`src/tpbb_pkg.sv`:
```
// Package: shared types, widths and constants of the transformed-point bounding box.
package tpbb_pkg;

    localparam int FRAC_BITS_DEFAULT = 16;
    localparam int SUM_W = 66;
    localparam int QUEUE_DEPTH = 2;

    typedef enum logic [1:0] {
        KIND_CLEAR  = 2'd0,
        KIND_MATRIX = 2'd1,
        KIND_VERTEX = 2'd2,
        KIND_RSVD   = 2'd3
    } kind_t;

    typedef struct packed {
        kind_t              kind;
        logic [3:0]         entry_index;
        logic signed [31:0] matrix_value;
        logic signed [31:0] point_x;
        logic signed [31:0] point_y;
        logic signed [31:0] point_z;
    } item_t;

    typedef enum logic [2:0] {
        ST_IDLE,
        ST_MAC,
        ST_DIV,
        ST_UPDATE,
        ST_OUT
    } state_t;

endpackage

```
`src/tpbb_front.sv`:
```
// Front end: accepts input beats and queues them as decoded items for the back end.
module tpbb_front (
    input  logic                 aclk,
    input  logic                 aresetn,
    input  logic                 in_valid,
    output logic                 in_ready,
    input  tpbb_pkg::item_t      in_item,
    output logic                 q_valid,
    input  logic                 q_ready,
    output tpbb_pkg::item_t      q_item
);

    localparam int D = tpbb_pkg::QUEUE_DEPTH;
    localparam int AW = $clog2(D);

    tpbb_pkg::item_t mem [D];
    logic [AW-1:0] wr_reg, rd_reg;
    logic [AW:0]   cnt_reg;

    assign in_ready = (cnt_reg != D[AW:0]);
    assign q_valid  = (cnt_reg != '0);
    assign q_item   = mem[rd_reg];

    always_ff @(posedge aclk) begin
        if (in_valid && in_ready) begin
            mem[wr_reg] <= in_item;
        end
    end

    always_ff @(posedge aclk) begin
        if (!aresetn) begin
            wr_reg  <= '0;
            rd_reg  <= '0;
            cnt_reg <= '0;
        end else begin
            if (in_valid && in_ready) begin
                wr_reg <= (wr_reg == AW'(D - 1)) ? '0 : wr_reg + 1'b1;
            end
            if (q_valid && q_ready) begin
                rd_reg <= (rd_reg == AW'(D - 1)) ? '0 : rd_reg + 1'b1;
            end
            cnt_reg <= cnt_reg + {AW'(0), (in_valid && in_ready)}
                               - {AW'(0), (q_valid && q_ready)};
        end
    end

endmodule

```
`config.mk`:
```
export PLATFORM = sky130hd
export DESIGN_NAME = tpbb_front
export DESIGN_NICKNAME = d
export VERILOG_FILES = /design/src/tpbb_pkg.sv /design/src/tpbb_front.sv
export SDC_FILE = /design/constraint.sdc
export NUM_CORES = 1
export LEC_CHECK = 0
export ABC_CLOCK_PERIOD_IN_PS = 13310
export BUFFER_PORTS_ARGS = -buffer_cell sky130_fd_sc_hd__buf_2
export CELL_PAD_IN_SITES_DETAIL_PLACEMENT = 1
export CELL_PAD_IN_SITES_GLOBAL_PLACEMENT = 2
export CORE_MARGIN = 2
export CORE_UTILIZATION = 25
export DETAILED_ROUTE_END_ITERATION = 8
export GPL_TIMING_DRIVEN = 0
export PLACE_DENSITY = 0.66
export SYNTH_ARGS = -nofsm -noshare
export SYNTH_HDL_FRONTEND = slang
export SYNTH_SLANG_ARGS = --single-unit
```
`constraint.sdc`:
```
create_clock -name aclk -period 13.31 [get_ports aclk]
set_clock_uncertainty 0.2 [all_clocks]
set_input_delay 0 -clock aclk [delete_from_list [all_inputs] [get_ports aclk]]
set_output_delay 0 -clock aclk [all_outputs]
set_load 0.05 [all_outputs]
```
==> results of run 1 <==
-- metrics by stage --
stage	std cells	hold WS (ns)	setup slack, ns
floorplan	446	-0.101	8.46
global placement	1244	-0.0122	6.53
detailed placement	1247	-0.00817	10.82
-- kinds of logic after synthesis --
logic type                 Yosys count  synth area share (%)
DFF                                273                  80.1
muxes                              135                  17.2
buffers and inverters               16                  1.27
and+or+nand+nor                     13                 0.726
AOI/OAI and AO/OA                    7                 0.529
xor gates and xnor gates             1                0.0861
adders and majority gates            1                 0.123
-- Yosys cell counts --
master	count
mux2i_1	1
or2_2	1
ha_1	1
buf_6	8
mux2_2	74
and2_1	3
a21boi_0	1
inv_1	1
nor2b_1	1
nand3b_1	1
dfxtp_1	5
buf_2	7
a211oi_1	1
o21ai_0	2
mux2_4	60
a32oi_1	1
nor2_1	2
xnor2_1	1
nand2_1	1
nand2b_1	2
nand3_1	1
edfxtp_1	268
a21bo_2	2
and3_1	1
==> results by group, run 1 <==
Yosys
  – Distinct cells, synth: 24
  – Seq/Total Area, Yosys: 80.1%
  – Mean post-synth cell area: about 23 sq um
  – Synth area leader: edfxtp_1
  – Synth top area cells: edfxtp_1, mux2_4, mux2_2
  – Post-Syn Area: 0.0102 sq mm
  – Yosys top cell area share: 79.1%
  – Syn nets: 585
  – Flops & latches, synth: approximately 270
  – Synth Instances: 446
  – Number of synthesis warnings: 0

CTS
  – Clk sinks: 273
  – Postcts setup bufs: 0
  – Clk root buf: clkbuf_16
  – CTS buffer count: 31
  – Post-CTS sizing: 0
  – CTS Hold Bufs: 262
  – Maximum clock path buffer count: 3
  – Htree depth: 1

Die
  – Vert. Die Dim: 206 microns
  – Die width: 206 microns
  – IO Count: 274
  – Starting Density: between 20% and 30%
  – Placement row count: 73

Placed design
  – Post-DP Area: 0.0123 sq mm
  – Final GP Congestion: 0.677
  – Port Buffer Count: between 200 and 300
  – HPWL Detailed: 15.3 mm

Run status
  – Status: aborted with a tool error
  – Error msg: [ERROR RSZ-0060] Max buffer count reached.
  – Fail Step: 4_1_cts
==> inputs of run 2 (changes only) <==
--- a/config.mk
+++ b/config.mk
@@ -7,13 +7,11 @@
 export LEC_CHECK = 0
 export ABC_CLOCK_PERIOD_IN_PS = 13310
 export BUFFER_PORTS_ARGS = -buffer_cell sky130_fd_sc_hd__buf_2
-export CELL_PAD_IN_SITES_DETAIL_PLACEMENT = 1
-export CELL_PAD_IN_SITES_GLOBAL_PLACEMENT = 2
 export CORE_MARGIN = 2
-export CORE_UTILIZATION = 25
+export CORE_UTILIZATION = 20
 export DETAILED_ROUTE_END_ITERATION = 8
 export GPL_TIMING_DRIVEN = 0
-export PLACE_DENSITY = 0.66
+export PLACE_DENSITY_LB_ADDON = 0.15
 export SYNTH_ARGS = -nofsm -noshare
 export SYNTH_HDL_FRONTEND = slang
 export SYNTH_SLANG_ARGS = --single-unit
==> results by group, run 2 <==
Run status
  – Status: complete, no violations

Yosys
  – Synth Instances: 446 (unchanged)
  – Synth Area in Adders: 0.123% (unchanged)
  – Flops & latches, synth: 273 (unchanged)
  – Number of synthesis warnings: 0 (unchanged)
  – Synth Area in XOR/XNOR: 0.0861% (unchanged)
  – Synth top cells by count: edfxtp_1, mux2_2, mux2_4
  – Seq/Total Area, Yosys: 80.1% (unchanged)
  – Post-Syn Area: 0.0102 sq mm (unchanged)
  – Syn nets: 585 (unchanged)
  – Mux cell area share after synthesis: 17.2% (unchanged)
  – Synth area leader: edfxtp_1
  – Synth async-reset ratio: 0% (unchanged)
  – Synth top area cells: edfxtp_1, mux2_4, mux2_2
  – Distinct cells, synth: 24 (unchanged)
  – Yosys top cell area share: 79.1% (unchanged)
  – Most common cell in the netlist: edfxtp_1
  – Dominant synthesized flop cell: edfxtp_1
  – Largest family of logic cells by synthesized area: multiplexers
  – Mean post-synth cell area: 22.8 sq um (unchanged)
  – Post-synth EDFFs: 268 (unchanged)
  – Post-synthesis compound-gate area fraction: 0.529% (unchanged)
  – Synth Area in Simple Gates: 0.726% (unchanged)

Final layout
  – Share of post-route cells with drive strength above 1: 45.6%
  – # diodes: 0
  – Max FFs per register: 268
  – Non-filler cells, final: ~1.7k
  – Fillers: between 4k and 5k
  – Most frequent cells in the layout: buf_2, edfxtp_1, dlygate4sd3_1, mux2_2, mux2_4
  – Layout net count: between 1k and 1.5k
  – Area delta synth->final: 58.1%
  – Commonest non-fill, non-tap cell in the layout: buf_2

Die
  – Die width: 229 microns (+12%)
  – Placement row count: 82 (+12%)
  – IO Count: 274 (unchanged)
  – Core area: 0.0502 sq mm
  – Vert. Die Dim: 229 microns (+12%)
  – Die footprint: approximately 0.053 sq mm
  – Starting Density: 20.3% (-5.2 points)

Timing
  – Final cycle utilization of the critical path: 19.5%
  – Slew Limit Fails: 0
  – Fmax: 385 MHz
  – Worst-Margin Slew: 0.692 ns
  – Unrepaired setup endpoints after global routing: no
  – Endpoints failing setup: 0
  – Setup_tns: 0 ns
  – Slew HR: approximately 54%
  – Final Hold Fails: 0
  – Final min period: around 2.6 ns

CTS
  – CTS buffer count: 35 (+13%)
  – Clk sinks: 273 (unchanged)
  – Clk root buf: clkbuf_16
  – Maximum clock path buffer count: 3 (unchanged)
  – Postcts setup bufs: 0 (unchanged)
  – CTS Hold Bufs: 257 (-1.9%)
  – Htree depth: 2 (+1)
  – Worst skew pair latency: ~0.52 ns
  – Post-CTS sizing: 0 (unchanged)
  – CTS tree: done
  – CTS clk-pin slew, worst paths: 0.05 ns

Power and ir drop
  – Peak VDD IR: 0.0949 mV
  – Pwr dens: 176 mW/mm^2
  – Seq pwr share: 37.6%
  – Sw Share: 34.0%
  – Internal power: 1.87 mW
  – NetSw: 0.962 mW
  – Leak pwr: approximately 6.1 nW
  – Logic pwr share: 31.9%
  – Clock network power share: 30.5%

Worst setup path
  – Worst R2R Start: cnt_reg[1]
  – Critical Path Start: cnt_reg[1]
  – Crit Path Category: flop to flop
  – Element type at the critical path end: flop
  – Worst EP required: roughly 14 ns
  – Critical path launch point type: flop
  – Crit path max fanout: 7
  – Crit path DAT: around 2.8 ns

Route
  – Wire per inst: 14.4 microns
  – DRT iter0 DRCs: 138
  – DRT Pass-1 Iters: 4
  – DR DRC count: 0
  – Total Routed Length: 24.6 mm
  – Via Count: between 6k and 7k
  – Antenna-violating nets left: 0
  – Via density: 3.60

Placed design
  – Port Buffer Count: 273 (unchanged)
  – HPWL Detailed: 15.4 mm (+0.51%)
  – Final GP Congestion: 0.670 (-1.0%)
  – Number of cells after detailed placement: 1394 (+12%)

Global route
  – Global-route wire length before repair: roughly 38 mm
  – Total global-route track usage: about a tenth
  – Largest net degree at the start of global routing: between 60 and 70
  – Initial antenna violation count: 0
  – Grt ovf: 0
  – Vias in the first global route: 6747

Worst hold path
  – Start point of the worst hold path: in_item[4]
  – Worst Hold Class: primary input to flop

Run
  – Max Cap Viol: 0
## run 2: cell counts after synthesis
Identical to the previous run, type by type.
## run 2: path summary, 6_finish.rpt
kind | slack (ns) | to | depth (start not counted)
setup / recovery | 10.71 | cnt_reg[0] | 7
hold / removal | 0.03 | mem[1][4] | 2
setup reg to reg | 10.71 | cnt_reg[0] | 7
hold reg to reg | 0.39 | rd_reg | 2
## run 2: cells by family after synthesis
| family | count (synthesis) |
|---|---|
| buffers and inverters | 16 |
| and+or+nand+nor | 13 |
| muxes | 135 |
| DFF | 273 |
| adders and majority gates | 1 |
| xor gates and xnor gates | 1 |
| AOI/OAI and AO/OA | 7 |
## run 2: power by group through the flow
stage / combinational [mW] / clock [mW] / sequential, mW
2_1_floorplan: 0.657 / 0 / 1.09
3_3_place_gp: 0.852 / 0 / 1.10
3_5_place_dp: 0.860 / 0 / 1.08
4_1_cts: 0.925 / 0.907 / 1.07
5_1_grt: 0.954 / 0.935 / 1.07
6_report: 0.902 / 0.865 / 1.07
## run 2: through the flow
step | setup slack, ns | utilization (%) | cell area (sq um) | power (mW) | hold slack [ns]
6_report | 10.71 | 32.0 | 16100 | 2.83 | 0.0323
5_1_grt | 10.58 | 32.0 | 16100 | 2.96 | 0.00934
3_3_place_gp | 6.13 | 24.7 | 12400 | 1.96 | -0.0110
2_1_floorplan | 8.46 | - | 10200 | 1.75 | -0.101
3_5_place_dp | 10.90 | 24.9 | 12500 | 1.94 | -0.00896
4_1_cts | 10.73 | 32.0 | 16100 | 2.90 | 0.00261
## run 2: area by class of cell
class / count / area, sq um / share of cell area, %
plain buffers: 15 / 125 / 0.778
clock buffers: 44 / 952 / 5.92
inverters: 1 / 11.3 / 0.0700
clock inverters: 12 / 82.6 / 0.514
repair buffers: 533 / 4020 / 25.0
flip-flops and latches: 273 / 8150 / 50.7
well taps: 672 / 841 / 5.23
multi-input cells: 157 / 1900 / 11.8
## run 2: per-layer routing
metal	track usage (%)	share of wire, %	up-vias
li1	-	-	2924
met2	15.9	49	162
met4	4.04	3.1	0
met3	3.24	7.1	45
met5	0	0	-
met1	10.6	41	3012
## run 2: critical path, stage by stage, from the launching register on
cell and delay (ns):
dfxtp_1 0.42, nor2b_1 0.07, a211oi_1 0.21, dlygate4sd3_1 0.58, nor2_1 0.04, dlygate4sd3_1 0.55
ha_1 0.27, and2_1 0.15
(Power assumes the default switching activity.)
==> inputs of run 3 (changes only) <==
--- a/config.mk
+++ b/config.mk
@@ -5,7 +5,7 @@
 export SDC_FILE = /design/constraint.sdc
 export NUM_CORES = 1
 export LEC_CHECK = 0
-export ABC_CLOCK_PERIOD_IN_PS = 13310
+export ABC_CLOCK_PERIOD_IN_PS = 2600
 export BUFFER_PORTS_ARGS = -buffer_cell sky130_fd_sc_hd__buf_2
 export CORE_MARGIN = 2
 export CORE_UTILIZATION = 20
==> constraint.sdc (replaced) <==
create_clock -name aclk -period 2.6 [get_ports aclk]
set_clock_uncertainty 0.2 [all_clocks]
set_input_delay 0 -clock aclk [delete_from_list [all_inputs] [get_ports aclk]]
set_output_delay 0 -clock aclk [all_outputs]
set_load 0.05 [all_outputs]
==> results by group, run 3 (same netlist as run 2, synthesis figures left out) <==
CTS
  – Clk root buf: clkbuf_16
  – Clk sinks: 273 (unchanged)
  – Maximum clock path buffer count: 3 (unchanged)
  – CTS tree: done
  – Post-CTS sizing: 0 (unchanged)
  – Htree depth: 2 (unchanged)
  – CTS clk-pin slew, worst paths: 0.05 ns (about the same)
  – CTS buffer count: 34 (-2.9%)
  – Worst skew pair latency: 0.52 ns (about the same)

Global route
  – Global-route wire length before repair: 38.2 mm (+0.69%)
  – Grt met3 use: 4.02% (+0.78 points)
  – Largest net degree at the start of global routing: 52 (-25%)
  – GRT busiest layer: met2
  – Met1 usage in global routing: 10.8% (+0.21 points)
  – Total global-route track usage: 9.46% (+0.092 points)
  – Initial antenna violation count: 2 (+2)
  – Grt ovf: 0 (unchanged)
  – Vias in the first global route: 6771 (+0.36%)
  – Met2 Usage GRT: 15.8% (-0.18 points)

Die
  – Placement row count: 82 (unchanged)
  – Core area: 0.0502 sq mm (unchanged)
  – Starting Density: 20.3% (unchanged)
  – Vert. Die Dim: 229 microns (unchanged)
  – Die width: 229 microns (unchanged)
  – IO Count: 274 (unchanged)
  – Die footprint: 0.0527 sq mm (unchanged)

Final layout
  – Area delta synth->final: 59.2%
  – Commonest non-fill, non-tap cell in the layout: buf_2
  – Most frequent cells in the layout: buf_2, edfxtp_1, dlygate4sd3_1, mux2_2, mux2_4
  – Fillers: 5018 (+0.72%)
  – Share of post-route cells with drive strength above 1: 46.1% (+0.48 points)
  – # diodes: 0 (unchanged)
  – Area of the multi-input gates: 0.00191 sq mm (+0.79%)
  – Register area: 0.00815 sq mm (about the same)
  – Layout net count: 1163 (+0.69%)
  – Max FFs per register: 268 (unchanged)

Worst hold path
  – Worst Hold Class: primary input to flop

Timing
  – Setup_tns: 0 ns (unchanged)
  – Unrepaired setup endpoints after global routing: no
  – Slew HR: 59.0% (+5.1 points)
  – Final cycle utilization of the critical path: 88.2% (+69 points)
  – Final min period: 2.29 ns (-0.305 ns)
  – Fmax: 436 MHz (+13%)
  – Slew Limit Fails: 0 (unchanged)
  – Endpoints failing setup: 0 (unchanged)
  – Final Hold Fails: 0 (unchanged)
  – Worst-Margin Slew: 0.612 ns (-0.0800 ns)

Worst setup path
  – Max incr delay on CP: 0.39 ns (-0.19 ns)
  – Crit Path Category: flop to flop
  – Worst path bufs/invs: 4 (+2)
  – Element type at the critical path end: flop
  – Most frequent CP cell: buf_12
  – Crit path DAT: 2.31 ns (-0.51 ns)
  – Worst path top cell family by delay: buffers and inverters
  – Worst path slowest cell: dfxtp_2
  – Critical path, cell by cell: nand2b_4 > nand3b_1 > clkinvlp_4 > buf_12 > buf_12 > buf_12
  – Crit path max fanout: 31 (+24)
  – Worst EP required: 2.61 ns (-10.92 ns)
  – Critical path launch point type: flop

Route
  – DR DRC count: 0 (unchanged)
  – Antenna-violating nets left: 0 (unchanged)
  – DRT Pass-1 Iters: 4 (unchanged)
  – Via Count: 6202 (+0.96%)
  – Total Routed Length: 25.5 mm (+3.6%)
  – DRT iter0 DRCs: 157 (+14%)
  – Wire per inst: 14.8 microns (+2.9%)
  – Via density: 3.61 (+0.31%)

Placed design
  – Final GP Congestion: 0.646 (-3.6%)
  – Port Buffer Count: 273 (unchanged)
  – HPWL Detailed: 16.2 mm (+5.2%)

Run status
  – Status: complete, no violations

Power and ir drop
  – Pwr dens: 902 mW/mm^2 (+410%)
  – Peak VDD IR: 0.523 mV (+450%)
  – Logic pwr share: 32.1% (+0.2 points)
  – Internal power: 9.65 mW (+420%)
  – Seq pwr share: 37.3% (-0.3 points)
  – Design Power: 14.6 mW (+420%)
  – NetSw: 4.96 mW (+420%)
  – Clock network power share: 30.6% (about the same)
  – Leak pwr: 6.14 nW (+0.77%)
  – Sw Share: 33.9% (-0.041 points)

Run
  – Max Cap Viol: 0 (unchanged)
-- run 3: routing by layer --
layer | routed length (microns) | vias up
met3 | 2090 | 47
met4 | 653 | 4
met2 | 12300 | 173
met5 | 21 | -
li1 | - | 2942
met1 | 10400 | 3036
-- run 3: worst paths after layout --
kind              startpoint     endpoint  slack [ns]  cells after the start
hold / removal    in_item[5]    mem[0][5]        0.04                      2
hold reg to reg       rd_reg         flop        0.40                      2
setup / recovery  cnt_reg[0]  mem[0][130]        0.31                      6
setup reg to reg  cnt_reg[0]  mem[0][130]        0.31                      6
-- run 3: metrics by stage --
step	setup WS, ns	area (sq um)	cells	util [%]	hold slack [ns]
after floorplan	-0.713	10200	446	-	-0.101
after global placement	-2.51	12400	1391	24.7	-0.0112
after detailed placement	0.0684	12500	1397	25.0	-0.00891
after CTS	0.0670	16200	1713	32.2	0.00126
after global routing	0.154	16200	1718	32.3	0.00893
final	0.306	16200	1718	32.3	0.0365
-- run 3: final cells by class --
cell class	instances	area share [%]
clock inverter	8	0.379
inverter	1	0.0464
tap	672	5.19
multi-input combinational	158	11.8
timing repair inverter	1	0.0309
timing repair buffer	540	25.4
sequential	273	50.3
buffer	15	0.773
clock buffer	50	6.08
-- run 3: repair_timing --
action / 4_1_cts / 5_1_grt
hold endpoints to repair: 273 / 0
endpoints found under the setup margin: 0 / 53
buffers inserted: 0 / 3
hold buffers: 258 / 0
-- run 3: power groups by stage --
stage / logic, mW / registers [mW] / clock network [mW]
finish: 4.68 / 5.45 / 4.47
global route: 4.94 / 5.50 / 4.85
CTS: 4.77 / 5.46 / 4.70
detailed placement: 4.45 / 5.55 / 0
global placement: 4.38 / 5.61 / 0
floorplan: 3.37 / 5.55 / 0
